### src/rtl/core/h264kf_pkg.sv
package h264kf_pkg;

  // Width of the STAP unit length counter
  localparam int LENGTH_BITS = 16;
  localparam longint unsigned CNT_MAX = (64'd1 << LENGTH_BITS) - 64'd1;

  localparam logic [4:0] NAL_SLICE  = 5'd1;
  localparam logic [4:0] NAL_PART_A = 5'd2;
  localparam logic [4:0] NAL_IDR    = 5'd5;
  localparam logic [4:0] NAL_SPS    = 5'd7;
  localparam logic [4:0] NAL_PPS    = 5'd8;
  localparam logic [4:0] NAL_STAP_A = 5'd24;
  localparam logic [4:0] NAL_STAP_B = 5'd25;
  localparam logic [4:0] NAL_FU_A   = 5'd28;

  localparam logic [7:0] PROFILE_BASELINE = 8'd66;
  localparam logic [7:0] PROFILE_MAIN     = 8'd77;
  localparam logic [7:0] PROFILE_EXTENDED = 8'd88;
  localparam logic [7:0] PROFILE_HIGH     = 8'd100;

  typedef enum logic [1:0] {
    KIND_NONE  = 2'd0,
    KIND_INTER = 2'd1,
    KIND_INTRA = 2'd2
  } kind_t;

  typedef enum logic [1:0] {
    UPD_NONE  = 2'd0,
    UPD_SET   = 2'd1,
    UPD_CLEAR = 2'd2
  } upd_t;

  typedef enum logic [3:0] {
    PH_HEADER    = 4'd0,
    PH_SINGLE    = 4'd1,
    PH_WAIT      = 4'd2,
    PH_FU_HDR    = 4'd3,
    PH_FU_KEY    = 4'd4,
    PH_DON_A     = 4'd5,
    PH_DON_B     = 4'd6,
    PH_LEN_HI    = 4'd7,
    PH_LEN_LO    = 4'd8,
    PH_UNIT_HDR  = 4'd9,
    PH_UNIT_KEY  = 4'd10,
    PH_UNIT_BODY = 4'd11,
    PH_SKIP      = 4'd12
  } phase_t;

  typedef struct packed {
    kind_t kind;
    upd_t  sps_upd;
    logic  pps_upd;
  } pending_t;

  typedef struct packed {
    logic [7:0] byte_value;
    logic       last_byte;
  } step_t;

  // Classify a plain NAL unit from its type and second byte
  function automatic pending_t classify(logic [4:0] nal, logic [7:0] key,
                                        logic sps, logic pps);
    pending_t p;
    p = '0;
    case (nal) inside
      NAL_SLICE, NAL_PART_A: begin
        if (key[7]) p.kind = KIND_INTER;
      end
      NAL_IDR: begin
        if (sps && pps && key[7]) p.kind = KIND_INTRA;
      end
      NAL_SPS: begin
        p.sps_upd = (key == PROFILE_BASELINE || key == PROFILE_MAIN ||
                     key == PROFILE_EXTENDED || key == PROFILE_HIGH) ? UPD_SET : UPD_CLEAR;
      end
      NAL_PPS: begin
        p.pps_upd = 1'b1;
      end
      default: begin
      end
    endcase
    return p;
  endfunction

endpackage

### src/rtl/core/h264kf_if.sv
interface h264kf_byte_if;
  logic       valid;
  logic       ready;
  logic [7:0] byte_value;
  logic       last_byte;

  modport source (output valid, output byte_value, output last_byte, input ready);
  modport sink (input valid, input byte_value, input last_byte, output ready);
endinterface

interface h264kf_kind_if;
  logic       valid;
  logic       ready;
  logic [1:0] frame_kind;

  modport source (output valid, output frame_kind, input ready);
  modport sink (input valid, input frame_kind, output ready);
endinterface

### src/rtl/core/h264kf_parse.sv
module h264kf_parse (
  input  logic                clk,
  input  logic                rst,
  input  logic                step,
  input  h264kf_pkg::step_t   item,
  output h264kf_pkg::kind_t   kind
);
  import h264kf_pkg::*;

  phase_t                 phase, phase_next;
  logic                   sps_seen, sps_seen_next;
  logic                   pps_seen, pps_seen_next;
  logic [LENGTH_BITS-1:0] unit_remaining, unit_remaining_next;
  logic [7:0]             length_high_byte, length_high_byte_next;
  logic [4:0]             unit_nal_type, unit_nal_type_next;
  pending_t               pending, pending_next;
  kind_t                  decided_kind, decided_kind_next;
  logic                   decided_flag, decided_flag_next;

  logic [LENGTH_BITS-1:0] rem_dec;
  logic                   rem_done;
  logic [15:0]            unit_len;
  logic                   len_over;
  logic [4:0]             hdr_type;
  logic                   commit_decides;

  assign rem_dec        = unit_remaining - LENGTH_BITS'(1);
  assign rem_done       = (rem_dec == '0);
  assign unit_len       = {length_high_byte, item.byte_value};
  assign len_over       = (64'(unit_len) > CNT_MAX);
  assign hdr_type       = item.byte_value[4:0];
  assign commit_decides = decided_flag || (pending.kind != KIND_NONE);

  // Next parse phase
  always_comb begin
    phase_next = phase;
    unique case (phase)
      PH_HEADER: begin
        case (hdr_type) inside
          NAL_STAP_A: phase_next = PH_LEN_HI;
          NAL_STAP_B: phase_next = PH_DON_A;
          NAL_FU_A:   phase_next = PH_FU_HDR;
          NAL_SLICE, NAL_PART_A, NAL_IDR, NAL_SPS, NAL_PPS: phase_next = PH_SINGLE;
          default:    phase_next = PH_SKIP;
        endcase
      end
      PH_SINGLE:   phase_next = PH_WAIT;
      PH_FU_HDR:   phase_next = item.byte_value[7] ? PH_FU_KEY : PH_SKIP;
      PH_FU_KEY:   phase_next = PH_WAIT;
      PH_DON_A:    phase_next = PH_DON_B;
      PH_DON_B:    phase_next = PH_LEN_HI;
      PH_LEN_HI:   phase_next = PH_LEN_LO;
      PH_LEN_LO: begin
        if (len_over) phase_next = PH_SKIP;
        else if (unit_len == 16'd0) phase_next = PH_LEN_HI;
        else phase_next = PH_UNIT_HDR;
      end
      PH_UNIT_HDR: phase_next = rem_done ? PH_LEN_HI : PH_UNIT_KEY;
      PH_UNIT_KEY: phase_next = rem_done ? PH_LEN_HI : PH_UNIT_BODY;
      PH_UNIT_BODY: begin
        if (rem_done) phase_next = commit_decides ? PH_SKIP : PH_LEN_HI;
      end
      default: phase_next = phase;
    endcase
    if (item.last_byte) phase_next = PH_HEADER;
  end

  // Datapath updates
  always_comb begin
    logic do_commit;
    do_commit              = 1'b0;
    sps_seen_next          = sps_seen;
    pps_seen_next          = pps_seen;
    unit_remaining_next    = unit_remaining;
    length_high_byte_next  = length_high_byte;
    unit_nal_type_next     = unit_nal_type;
    pending_next           = pending;
    decided_kind_next      = decided_kind;
    decided_flag_next      = decided_flag;
    unique case (phase)
      PH_HEADER: unit_nal_type_next = hdr_type;
      PH_SINGLE, PH_FU_KEY: begin
        pending_next = classify(unit_nal_type, item.byte_value, sps_seen, pps_seen);
      end
      PH_FU_HDR: begin
        if (item.byte_value[7]) unit_nal_type_next = hdr_type;
      end
      PH_LEN_HI: length_high_byte_next = item.byte_value;
      PH_LEN_LO: begin
        if (!len_over && unit_len != 16'd0) unit_remaining_next = LENGTH_BITS'(unit_len);
      end
      PH_UNIT_HDR: begin
        unit_nal_type_next  = hdr_type;
        pending_next        = '0;
        unit_remaining_next = rem_dec;
      end
      PH_UNIT_KEY: begin
        unit_remaining_next = rem_dec;
        // nested aggregation or fragments inside a unit give nothing
        if (rem_done || unit_nal_type == NAL_STAP_A || unit_nal_type == NAL_STAP_B ||
            unit_nal_type == NAL_FU_A) begin
          pending_next = '0;
        end else begin
          pending_next = classify(unit_nal_type, item.byte_value, sps_seen, pps_seen);
        end
      end
      PH_UNIT_BODY: begin
        unit_remaining_next = rem_dec;
        do_commit = rem_done;
      end
      PH_WAIT: do_commit = item.last_byte;
      default: begin
      end
    endcase

    if (do_commit) begin
      if (pending.sps_upd == UPD_SET) sps_seen_next = 1'b1;
      else if (pending.sps_upd == UPD_CLEAR) sps_seen_next = 1'b0;
      if (pending.pps_upd) pps_seen_next = 1'b1;
      if (pending.kind != KIND_NONE) begin
        decided_kind_next = pending.kind;
        decided_flag_next = 1'b1;
      end
      pending_next = '0;
    end

    kind = decided_flag_next ? decided_kind_next : KIND_NONE;

    // end of packet: drop all per-packet state
    if (item.last_byte) begin
      unit_remaining_next   = '0;
      length_high_byte_next = '0;
      unit_nal_type_next    = '0;
      pending_next          = '0;
      decided_kind_next     = KIND_NONE;
      decided_flag_next     = 1'b0;
    end
  end

  always_ff @(posedge clk) begin
    if (rst) begin
      phase            <= PH_HEADER;
      sps_seen         <= 1'b0;
      pps_seen         <= 1'b0;
      unit_remaining   <= '0;
      length_high_byte <= '0;
      unit_nal_type    <= '0;
      pending          <= '0;
      decided_kind     <= KIND_NONE;
      decided_flag     <= 1'b0;
    end else if (step) begin
      phase            <= phase_next;
      sps_seen         <= sps_seen_next;
      pps_seen         <= pps_seen_next;
      unit_remaining   <= unit_remaining_next;
      length_high_byte <= length_high_byte_next;
      unit_nal_type    <= unit_nal_type_next;
      pending          <= pending_next;
      decided_kind     <= decided_kind_next;
      decided_flag     <= decided_flag_next;
    end
  end

endmodule

### src/rtl/core/h264_rtp_key_frame_detector.sv
// Channel   Role    Payload                  Item
// payload   sink    byte_value, last_byte    one RTP payload byte
// result    source  frame_kind               one per packet, after its last byte
//
// One byte per cycle while no last byte waits: a byte enters the input register,
// the parser updates its state from it, and the packet result goes to the output register.
// rst clears the parse state, the SPS/PPS flags and both valid bits.
// A pending result holds only a last byte in the input register; other bytes keep flowing.
module h264_rtp_key_frame_detector (
  input logic          clk,
  input logic          rst,
  h264kf_byte_if.sink  payload,
  h264kf_kind_if.source result
);
  import h264kf_pkg::*;

  logic  in_valid;
  step_t in_item;
  logic  out_valid;
  kind_t out_kind;
  kind_t parse_kind;
  logic  out_free;
  logic  fire;

  assign out_free      = !out_valid || result.ready;
  assign fire          = in_valid && (!in_item.last_byte || out_free);
  assign payload.ready = !in_valid || fire;

  assign result.valid      = out_valid;
  assign result.frame_kind = out_kind;

  h264kf_parse u_parse (
    .clk  (clk),
    .rst  (rst),
    .step (fire),
    .item (in_item),
    .kind (parse_kind)
  );

  always_ff @(posedge clk) begin
    if (rst) begin
      in_valid <= 1'b0;
    end else if (payload.ready) begin
      in_valid <= payload.valid;
    end
  end

  always_ff @(posedge clk) begin
    if (payload.valid && payload.ready) begin
      in_item.byte_value <= payload.byte_value;
      in_item.last_byte  <= payload.last_byte;
    end
  end

  always_ff @(posedge clk) begin
    if (rst) begin
      out_valid <= 1'b0;
    end else if (fire && in_item.last_byte) begin
      out_valid <= 1'b1;
    end else if (result.ready) begin
      out_valid <= 1'b0;
    end
  end

  // load the packet result with the last byte
  always_ff @(posedge clk) begin
    if (fire && in_item.last_byte) begin
      out_kind <= parse_kind;
    end
  end

endmodule

### src/flat_wrapper.sv
// flat-port wrapper written by rule: the top's interface ports become plain ports
module h264_rtp_key_frame_detector_flat import h264kf_pkg::*;
  (clk, rst, payload_valid, payload_byte_value, payload_last_byte, payload_ready, result_valid, result_frame_kind, result_ready);
  h264kf_byte_if payload_i ();
  h264kf_kind_if result_i ();
  input logic clk;
  input logic rst;
  input wire logic [$bits(payload_i.valid)-1:0] payload_valid;
  input wire logic [$bits(payload_i.byte_value)-1:0] payload_byte_value;
  input wire logic [$bits(payload_i.last_byte)-1:0] payload_last_byte;
  output wire logic [$bits(payload_i.ready)-1:0] payload_ready;
  output wire logic [$bits(result_i.valid)-1:0] result_valid;
  output wire logic [$bits(result_i.frame_kind)-1:0] result_frame_kind;
  input wire logic [$bits(result_i.ready)-1:0] result_ready;
  assign payload_i.valid = payload_valid;
  assign payload_i.byte_value = payload_byte_value;
  assign payload_i.last_byte = payload_last_byte;
  assign payload_ready = payload_i.ready;
  assign result_valid = result_i.valid;
  assign result_frame_kind = result_i.frame_kind;
  assign result_i.ready = result_ready;
  h264_rtp_key_frame_detector u_core (.clk(clk), .rst(rst), .payload(payload_i), .result(result_i));
endmodule
### config.mk
export PLATFORM = sky130hd
export DESIGN_NAME = h264_rtp_key_frame_detector_flat
export DESIGN_NICKNAME = d
export VERILOG_FILES = /design/src/rtl/core/h264kf_pkg.sv /design/src/rtl/core/h264kf_if.sv /design/src/rtl/core/h264kf_parse.sv /design/src/rtl/core/h264_rtp_key_frame_detector.sv /design/src/flat_wrapper.sv
export SDC_FILE = /design/constraint.sdc
export NUM_CORES = 1
export LEC_CHECK = 0
export BUFFER_PORTS_ARGS = -buffer_cell sky130_fd_sc_hd__buf_2
export CORE_MARGIN = 5
export CORE_UTILIZATION = 45
export DETAILED_ROUTE_END_ITERATION = 8
export SYNTH_ARGS = -nofsm -noshare
export SYNTH_HDL_FRONTEND = slang
export SYNTH_SLANG_ARGS = --single-unit
### constraint.sdc
create_clock -name clk -period 2.7 [get_ports clk]
set_input_delay 0.27 -clock clk [delete_from_list [all_inputs] [get_ports clk]]
set_output_delay 0.27 -clock clk [all_outputs]
set_load 0.1 [all_outputs]
==> run metrics, run 1 <==
max-cap check violation count=0; clock-pin slew on the worst setup and hold paths=0.11 ns; Tightest Pin Transition=about 0.88 ns; Mapped Nets=420; largest net degree at the start of global routing=26; total global routing track utilization=20.8%; synth unique cells=71; clock latency on the worst-skew pair=0.32 ns; Required @ worst endpoint=2.78 ns; worst min-delay path class=input port to flop; drt first pass iters=5; mean post-synth cell area=8.21 sq um; Crit. End Element=flop; final worst-path cycle share=between 90 and 100%; Core Area=0.00721 sq mm; maximum VDD drop=0.258 mV; r2r setup slk=0.12 ns; sequential share of the synthesized area=37.1%; CTS buffer count=5; crit path cell chain=inv_1 -> ha_1 -> or3b_4 -> o31ai_2 -> nand4_1 -> a21oi_4 -> a22o_2 -> nand2_1 -> a32o_1; TritonCTS clock tree=built; CTS Sinks=56; Leak Pwr=1.39 nW; setup bufs post-CTS=0; Yosys reg bits=56; hpwl dp=approximately 6500 microns; number of diodes=0; Max transition margin=41.2%; synthesized area=0.00332 sq mm; CP Class=flop to flop; CP max stage cell=or3b_4; synth top area cells=dfxtp_1 (27%), edfxtp_1 (10%), nor2_1 (6.1%), a21oi_1 (5.7%), a22oi_1 (3.2%); Worst Skew=0.0178 ns; Hold Path Stages=1; Synth area leader=dfxtp_1; # H-tree levels=2; Final Core Density=approximately 51%; outcome=complete, no violations; hold-fix buffers at CTS=0; top_reg_cell synth=dfxtp_1; initial antenna violation count=0; input/output buffers=16; crit-path max FO=7; CP Buf/Inv Count=1; most frequent cell after synthesis=nor2_1; top cells by count, synth=nor2_1 (54), dfxtp_1 (45), a21oi_1 (38), o21ai_0 (21), clkbuf_1 (19); cell area power density=422 mW/mm^2; layout cell share with drive strength beyond 1=15.7%; terminus of the critical flop-to-flop path=u_core.result.frame_kind[0]$_SDFFCE_PN0P_; CTS Root Cell=clkbuf_8; Crit. Startpoint=u_core.u_parse.unit_remaining[1]$_SDFFE_PP0P_; Slew Viols, Final=0; RSZ-0062 raised after global routing=false; Final Hold Vio Count=0; Final GP Congestion=0.879; async set-reset flop share out of synthesis=0%; Avg WL per Cell=17.3 microns; r2r startpoint=u_core.u_parse.unit_remaining[1]$_SDFFE_PP0P_; Starting Density=between 40 and 50%; worst hold path startpoint=payload_byte_value[6]; Worst path max stage delay=0.44 ns; Die H=95.9 microns; Final Setup Violations=0; IO Count=17; Total Wirelength=9060 microns; GRT overflow=0; number of synthesized flops with an enable pin=11; post-cts resize count=0; drt initial violations=267; CP Data Arrival Time=approximately 2.7 ns; Syn. warnings=0; DRC viols=0; Synth-to-Final Area Change=10.9%; Hold Path End=u_core.in_item[7]$_DFFE_PP_; die width=95.9 microns; area share of the largest cell type after synthesis=27.2%; CP delay by family, top=compound AO/OA/AOI/OAI gates; Startpoint Class=flop; Reg2Reg Depth=9; number of global-route vias before repair=2963; Longest Clk Path Bufs=2; via/cell ratio=6.07; # rows=31; Die Area=0.00919 sq mm; Cells after Synth=404; crit path time final=2.58 ns; final net count=441; post-route ant nets=0; vias post-DR=3185; sum of negative setup slack=0 ns; first-pass GRT wire length=14900 microns; fmax=388 MHz
[worst register-to-register path: cells and delay by family (launching register included)]
family,cells,cell delay [ns]
compound gates,4,0.98
flops,1,0.33
simple gates,3,0.72
buf+inv,1,0.07
fa+ha+maj,1,0.24
[registers in the layout, indices dropped and copies added (netlist names)]
name                             count
u_core.u_parse.unit_remaining       16
u_core.in_item                       9
u_core.u_parse.length_high_byte      8
u_core.u_parse.pending               5
u_core.u_parse.unit_nal_type         5
u_core.u_parse.phase                 4
u_core.result.frame_kind             2
u_core.u_parse.decided_kind          2
u_core.in_valid                      1
u_core.result.valid                  1
u_core.u_parse.decided_flag          1
u_core.u_parse.pps_seen              1
u_core.u_parse.sps_seen              1
[layout by cell type (no fill, tap or decap), types with 4 or more instances in the layout]
| master | synthesis | final |
|---|---|---|
| a21oi_1 | 38 | 38 |
| buf_4 | 1 | 24 |
| nand3_1 | 8 | 8 |
| clkbuf_8 | 0 | 5 |
| a211oi_1 | 8 | 8 |
| nor3_1 | 13 | 13 |
| inv_1 | 18 | 18 |
| o21ai_0 | 21 | 20 |
| o32ai_1 | 10 | 10 |
| dfxtp_1 | 45 | 45 |
| nand4_1 | 9 | 9 |
| nor2_1 | 54 | 54 |
| nor2b_1 | 6 | 6 |
| a31oi_1 | 7 | 7 |
| and2_1 | 4 | 4 |
| nand2_1 | 14 | 14 |
| nand2b_1 | 9 | 9 |
| edfxtp_1 | 11 | 11 |
| a22oi_1 | 14 | 14 |
| nor4_1 | 9 | 9 |
| buf_2 | 4 | 16 |
| xnor2_1 | 6 | 6 |
| nand3b_1 | 5 | 5 |
[logic make-up after synthesis]
group           count (synthesis)  synth area share (%)
compound gates                133                  27.3
flops                          56                  37.1
simple gates                  157                  26.0
xor+xnor                        9                  2.38
buf+inv                        44                  5.47
mux                             1                 0.302
fa+ha+maj                       4                  1.43
[routing by layer]
| layer | vias to the layer above | GRT usage, % | share of wire, % |
|---|---|---|---|
| li1 | 1559 | - | - |
| met1 | 1501 | 29.9 | 48 |
| met2 | 115 | 32.3 | 44 |
| met3 | 10 | 3.60 | 6.7 |
| met4 | 0 | 5.33 | 1.3 |
| met5 | - | 0 | 0 |
[final cells by class]
type                    instances  area, sq um
clock buffers                   5         68.8
clock inverters                 3         21.3
fillers                       723         3540
inverters                      18         67.6
multi-input cells             304         1900
flip-flops and latches         56         1230
well taps                      99          124
repair buffers                 40          260
[worst max-delay path by stage]
stage / endpoint / slack (ns) / cells past startpoint
final: u_core.result.frame_kind[0]$_SDFFCE_PN0P_ / 0.12 / 9
after global placement: u_core.result.frame_kind[0]$_SDFFCE_PN0P_ / 0.19 / 9
after floorplan: u_core.result.frame_kind[0]$_SDFFCE_PN0P_ / 0.21 / 10
after global routing: u_core.result.frame_kind[1]$_SDFFCE_PN0P_ / 0.001 / 9
after CTS: u_core.result.frame_kind[0]$_SDFFCE_PN0P_ / 0.13 / 9
after detailed placement: u_core.result.frame_kind[0]$_SDFFCE_PN0P_ / 0.16 / 9
[metrics by stage]
step                      std cells  total power [mW]  cell area, sq um  hold slack (ns)  setup WS, ns
after floorplan                 404              1.03              3320            0.369         0.210
after global placement          517              1.08              3590            0.449         0.191
after detailed placement        517              1.09              3590            0.449         0.158
after CTS                       525              1.56              3680            0.111         0.131
after global routing            525              1.62              3680            0.103       0.00125
final                           525              1.55              3680            0.119         0.121
[where the power goes]
group          switching (mW)  internal, mW  total (mW)  leakage, nW
logic                   0.114        0.0697       0.184        0.871
clock network           0.293         0.187       0.480       0.0466
registers              0.0184         0.868       0.886        0.473
(Power assumes the default switching activity.)
==> inputs of run 2 (changes only) <==
--- a/config.mk
+++ b/config.mk
@@ -5,6 +5,7 @@
 export SDC_FILE = /design/constraint.sdc
 export NUM_CORES = 1
 export LEC_CHECK = 0
+export ABC_AREA = 1
 export BUFFER_PORTS_ARGS = -buffer_cell sky130_fd_sc_hd__buf_2
 export CORE_MARGIN = 5
 export CORE_UTILIZATION = 45
==> run 2 against run 1 <==
- synthesized cell count increased by 26%
- sequential power about the same
- global-route usage decreased by 1.3 points
- power increased by 6.3%
- largest power group unchanged
==> run metrics, run 2 <==
final worst-path cycle share=88.6% (-6.9 points); Total Wirelength=8480 microns (-6.4%); Startpoint Class=flop; CTS Root Cell=clkbuf_8; number of global-route vias before repair=3028 (+2.2%); layout cell share with drive strength beyond 1=10.0% (-5.7 points); final worst setup slack=0.308 ns (+0.187 ns); GRT overflow=0 (unchanged); Max transition margin=30.2% (-11 points); Die H=96.4 microns (+0.52%); total power=1.65 mW (+6.3%); Syn. warnings=0 (unchanged); worst hold path startpoint=payload_byte_value[3]; Final Hold Vio Count=0 (unchanged); IO Count=17 (unchanged); Slew Viols, Final=0 (unchanged); Crit. End Element=flop; Tightest Pin Transition=1.04 ns (+0.166 ns); vias post-DR=3294 (+3.4%); Setup WS pre-CTS=0.251 ns (+0.0935 ns); CTS buffer count=5 (unchanged); outcome=complete, no violations; synth top area cells=dfxtp_1 (27%), nand2_1 (19%), edfxtp_1 (9.8%), inv_1 (6.7%), a21oi_1 (6.6%); number of diodes=0 (unchanged); CTS Sinks=56 (unchanged); Leak Pwr=1.55 nW (+12%); initial antenna violation count=0 (unchanged); max-cap check violation count=0 (unchanged); Crit. Startpoint=u_core.u_parse.phase[3]$_SDFFE_PP0P_; DRC viols=0 (unchanged); non-filler cells in the finished layout=628 (+20%); final net count=544 (+23%); top cells by count, synth=nand2_1 (167), inv_1 (60), nor2_1 (52), dfxtp_1 (45), a21oi_1 (44); sum of negative setup slack=0 ns (unchanged); terminus of the critical flop-to-flop path=u_core.u_parse.unit_remaining[4]$_SDFFE_PP0P_; Die Area=0.00928 sq mm (+1.0%); Reg2Reg Depth=8 (-1); input/output buffers=16 (unchanged); maximum VDD drop=0.279 mV (+8.3%); Required @ worst endpoint=2.95 ns (+0.17 ns); Worst Skew=0.00426 ns (-0.0135 ns); crit-path max FO=16 (+9); post-route ant nets=0 (unchanged); setup bufs post-CTS=0 (unchanged); number of synthesized flops with an enable pin=11 (unchanged); clock latency on the worst-skew pair=0.31 ns (about the same); drt first pass iters=5 (unchanged); Synth area leader=dfxtp_1; Final GP Congestion=0.971 (+10%); Longest Clk Path Bufs=2 (unchanged); most frequent cells in the layout=nand2_1 (167), inv_1 (60), nor2_1 (52); Final Setup Violations=0 (unchanged); Starting Density=46.3% (+0.29 points); r2r startpoint=u_core.u_parse.phase[3]$_SDFFE_PP0P_; fmax=418 MHz (+7.8%); clock-pin slew on the worst setup and hold paths=0.11 ns (about the same); Hold Path End=u_core.in_item[4]$_DFFE_PP_; async set-reset flop share out of synthesis=0% (unchanged); placed instance count=620 (+20%); mean post-synth cell area=6.58 sq um (-20%); sequential share of the synthesized area=36.7% (-0.43 points); Reg with most FFs=u_core.u_parse.unit_remaining; first-pass GRT wire length=14300 microns (-3.8%); Post-Place Cell Area=0.00356 sq mm (-0.70%); # rows=31 (unchanged); flip-flop count of the largest register after layout=16 (unchanged); # H-tree levels=2 (unchanged); Mapped Nets=526 (+25%); Core Area=0.00725 sq mm (+0.54%); hpwl dp=6470 microns (-1.1%); area share of the largest cell type after synthesis=26.8% (-0.31 points); die width=96.4 microns (+0.52%); Synth-to-Final Area Change=10.0%; Cells after Synth=510 (+26%); Avg WL per Cell=13.5 microns (-22%); top_reg_cell synth=dfxtp_1; most frequent cell after synthesis=nand2_1; crit path time final=2.39 ns (-0.187 ns); total global routing track utilization=19.5% (-1.3 points); RSZ-0062 raised after global routing=false; r2r setup slk=0.31 ns (+0.19 ns); cell area power density=446 mW/mm^2 (+5.9%); drt initial violations=207 (-22%); final instance area=0.00369 sq mm (+0.41%); top flop regs=u_core.u_parse.unit_remaining x16, u_core.in_item x9, u_core.u_parse.length_high_byte x8; worst min-delay path class=input port to flop; synth unique cells=39 (-45%); commonest non-fill, non-tap cell in the layout=nand2_1; via/cell ratio=5.25 (-14%); CP Data Arrival Time=2.65 ns (about the same); synthesized area=0.00336 sq mm (+1.2%); CP Class=flop to flop; Yosys reg bits=56 (unchanged); TritonCTS clock tree=built; largest net degree at the start of global routing=30 (+15%); Hold Path Stages=1 (unchanged)
run 2: cell count changes after synthesis, sizes merged, moves of 9 or more:
| cell | change |
|---|---|
| inv | +42 |
| nand2 | +154 |
| o21ai | -10 |
| nand3 | +20 |
| nand2b | -9 |
| clkbuf | -12 |
| a21oi | +10 |
| a22oi | -13 |
| o211ai | +13 |
| nor3 | -9 |
| o32ai | -10 |
run 2: worst max path at each step:
stage / to
after floorplan: u_core.u_parse.unit_remaining[10]$_SDFFE_PP0P_
after global placement: u_core.result.frame_kind[0]$_SDFFCE_PN0P_
after detailed placement: u_core.u_parse.pending[1]$_SDFFE_PP0P_
after CTS: u_core.u_parse.pending[1]$_SDFFE_PP0P_
after global routing: u_core.u_parse.decided_kind[1]$_SDFFE_PP0P_
final: u_core.u_parse.unit_remaining[4]$_SDFFE_PP0P_
run 2: per-stage QoR:
step	hold WS (ns)	util, %
finish	0.123	50.9
global route	0.102	50.9
CTS	0.115	50.7
detailed placement	0.448	49.1
global placement	0.446	49.1
floorplan	0.369	-
run 2: power breakdown:
group          leakage (nW)  switching, mW  internal (mW)
registers             0.469         0.0181          0.870
clock network        0.0548          0.296          0.280
logic                  1.03          0.128         0.0554
run 2: cell families after synthesis:
family,count (synthesis),share of synthesized area (%)
AO/OA/AOI/OAI,88,16.0
flip-flops,56,36.7
AND/OR/NAND/NOR,287,36.9
buffers and inverters,74,8.58
XOR/XNOR,2,0.746
adder cells (fa/ha/maj),3,1.12
run 2: layout make-up:
cell class / instances / area, sq um
Inverter: 62 / 233
Clock buffer: 5 / 68.8
Sequential cell: 56 / 1230
Clock inverter: 3 / 46.3
Multi-Input combinational cell: 380 / 1860
Tap cell: 99 / 124
Timing Repair Buffer: 23 / 133
Fill cell: 777 / 3560
run 2: repair_timing:
item	4_1_cts	5_1_grt
gates resized for setup	0	2
endpoints found under the setup margin	0	7
hold buffers	0	0
run 2: per-layer routing:
| metal | routed length (microns) | track usage, % | vias up |
|---|---|---|---|
| li1 | - | - | 1706 |
| met1 | 4320 | 28.2 | 1497 |
| met2 | 3640 | 29.8 | 80 |
| met3 | 431 | 3.67 | 11 |
| met4 | 93 | 4.79 | 0 |
| met5 | 0 | 0 | - |
run 2: worst max-delay path, stage by stage, from the launching register on:
cell,delay [ns]
dfxtp_1,0.41
inv_1,0.11
nor2_2,0.19
inv_1,0.12
nor2_1,0.18
nand2_1,0.07
nor2_1,0.79
o211ai_1,0.26
a21oi_1,0.20
==> inputs of run 3 (changes only) <==
==> constraint.sdc (replaced) <==
create_clock -name clk -period 1.96 [get_ports clk]
set_input_delay 0.196 -clock clk [delete_from_list [all_inputs] [get_ports clk]]
set_output_delay 0.196 -clock clk [all_outputs]
set_load 0.1 [all_outputs]
==> run 3 against run 2 <==
- the run now ends with negative setup slack left
- clock power is 16% higher
- non-clock buffer count is 65 higher
- wire length is 8.9% higher
- die area stayed put
- largest cell class unchanged
==> run metrics, run 3 (same netlist as run 2, synthesis figures left out) <==
final worst-path cycle share=108% (+20 points); Worst Skew=0.00715 ns (+0.00289 ns); GRT overflow=0 (unchanged); Startpoint Class=flop; Setup WS pre-CTS=-0.261 ns (-0.513 ns); clock-pin slew on the worst setup and hold paths=0.11 ns (about the same); worst min-delay path class=input port to flop; # H-tree levels=2 (unchanged); drt first pass iters=8 (+3); number of global-route vias before repair=3331 (+10%); cell area power density=508 mW/mm^2 (+14%); layout cell share with drive strength beyond 1=24.7% (+15 points); CP Class=flop to flop; Total Wirelength=9240 microns (+8.9%); flip-flop count of the largest register after layout=16 (unchanged); die width=96.4 microns (unchanged); hpwl dp=7090 microns (+9.5%); Final GP Congestion=0.882 (-9.2%); CTS Root Cell=clkbuf_8; crit-path max FO=5 (-11); r2r setup slk=-0.17 ns (-0.47 ns); final net count=610 (+12%); most frequent cells in the layout=nand2_1 (164), buf_4 (68), inv_1 (57); via/cell ratio=5.24 (-0.17%); final worst setup slack=-0.166 ns (-0.473 ns); post-route ant nets=0 (unchanged); first-pass GRT wire length=15700 microns (+9.4%); fmax=470 MHz (+13%); Core Area=0.00725 sq mm (unchanged); outcome=finished with violations; commonest non-fill, non-tap cell in the layout=nand2_1; initial antenna violation count=0 (unchanged); Max transition margin=53.0% (+23 points); RSZ-0062 raised after global routing=true; register area=0.00124 sq mm (+0.71%); failing checks=negative setup slack; Slew Viols, Final=0 (unchanged); Reg with most FFs=u_core.u_parse.unit_remaining; Die Area=0.00928 sq mm (unchanged); CP Data Arrival Time=2.35 ns (-0.30 ns); Final Hold Vio Count=0 (unchanged); CTS buffer count=5 (unchanged); maximum VDD drop=0.338 mV (+21%); max-cap check violation count=0 (unchanged); crit path time final=2.13 ns (-0.267 ns); non-filler cells in the finished layout=694 (+11%); vias post-DR=3634 (+10%); number of diodes=0 (unchanged); input/output buffers=16 (unchanged); drt initial violations=215 (+3.9%); placed instance count=676 (+9.0%); area of the multi-input gates=0.00201 sq mm (+8.5%); largest net degree at the start of global routing=25 (-17%); Leak Pwr=1.91 nW (+23%); Fill cells=722 (-7.1%); clock latency on the worst-skew pair=0.32 ns (about the same); Required @ worst endpoint=2.18 ns (-0.77 ns); Final Setup Violations=16 (+16); Synth-to-Final Area Change=29.5%; Avg WL per Cell=13.3 microns (-1.5%); Starting Density=46.3% (unchanged); CTS Sinks=56 (unchanged); Longest Clk Path Bufs=2 (unchanged); Die H=96.4 microns (unchanged); DRC viols=0 (unchanged); IO Count=17 (unchanged); # rows=31 (unchanged); top flop regs=u_core.u_parse.unit_remaining x16, u_core.in_item x9, u_core.u_parse.length_high_byte x8; Crit. End Element=flop; Tightest Pin Transition=0.687 ns (-0.357 ns); total global routing track utilization=21.5% (+2.0 points); TritonCTS clock tree=built
-- run 3: cell types whose count changed in the layout (fill, tap and decap cells not counted), sizes merged --
cell      previous run  this run
buf                 23        88
clkinv               2         4
bufinv               1         0
clkinvlp             1         0
nand3               29        30
-- run 3: layout make-up --
cell class,count,share of cell area [%]
clock buffer,5,1.58
clock inverter,3,0.518
inverter,62,5.35
multi-input combinational,381,46.3
sequential,56,28.5
tap,99,2.85
timing repair buffer,88,14.8
-- run 3: stage by stage --
stage               util (%)  TNS (ns)  instance area (sq um)  hold WS [ns]  power, mW
floorplan                  -         0                   3380         0.295       1.42
global placement        55.3     -4.58                   4010         0.372       1.55
detailed placement      55.3     -5.06                   4010         0.374       1.55
CTS                     57.8     -1.20                   4190        0.0410       2.21
global route            59.9     -4.08                   4350        0.0187       2.32
finish                  59.9     -1.99                   4350        0.0456       2.21
-- run 3: per-layer routing --
layer	GRT usage [%]	share of wire, %	vias up	wire, microns
li1	-	-	1849	-
met1	31.3	49	1650	4560
met2	32.2	43	116	4000
met3	3.99	5.5	19	509
met4	6.31	1.8	0	166
met5	0	0	-	0
-- run 3: final timing paths --
path / from / to / cells past startpoint
min reg2reg: u_core.u_parse.pps_seen$_SDFFE_PP0P_ / u_core.u_parse.pps_seen$_SDFFE_PP0P_ / 2
min: payload_byte_value[5] / u_core.in_item[6]$_DFFE_PP_ / 1
max reg2reg: u_core.u_parse.unit_remaining[3]$_SDFFE_PP0P_ / u_core.u_parse.sps_seen$_SDFFE_PP0P_ / 15
max: u_core.u_parse.unit_remaining[3]$_SDFFE_PP0P_ / u_core.u_parse.sps_seen$_SDFFE_PP0P_ / 15
-- run 3: timing repair --
action | in CTS | in global routing
pin swaps | 3 | 13
gates cloned | 1 | 0
resized for setup | 15 | 26
hold buffers | 0 | 0
buffers inserted | 2 | 7
endpoints found under the setup margin | 32 | 32
-- run 3: where the power goes --
group	switching, mW	total [mW]	internal, mW
clock network	0.409	0.667	0.258
logic	0.205	0.328	0.123
registers	0.0149	1.21	1.20
total	0.629	2.21	1.58
-- run 3: critical path: stages (launching register included) --
cell and delay, ns:
dfxtp_2 0.34, buf_6 0.12, nor2_4 0.17, nand2_8 0.09, nor2_4 0.14, nand2_1 0.06, nand2_1 0.07, nand2_1 0.06
nor2_1 0.11, nand2_1 0.09, nor2_4 0.19, nand3_4 0.15, nand2_4 0.13, nand3b_1 0.12, nor2_1 0.13, nor2_1 0.06
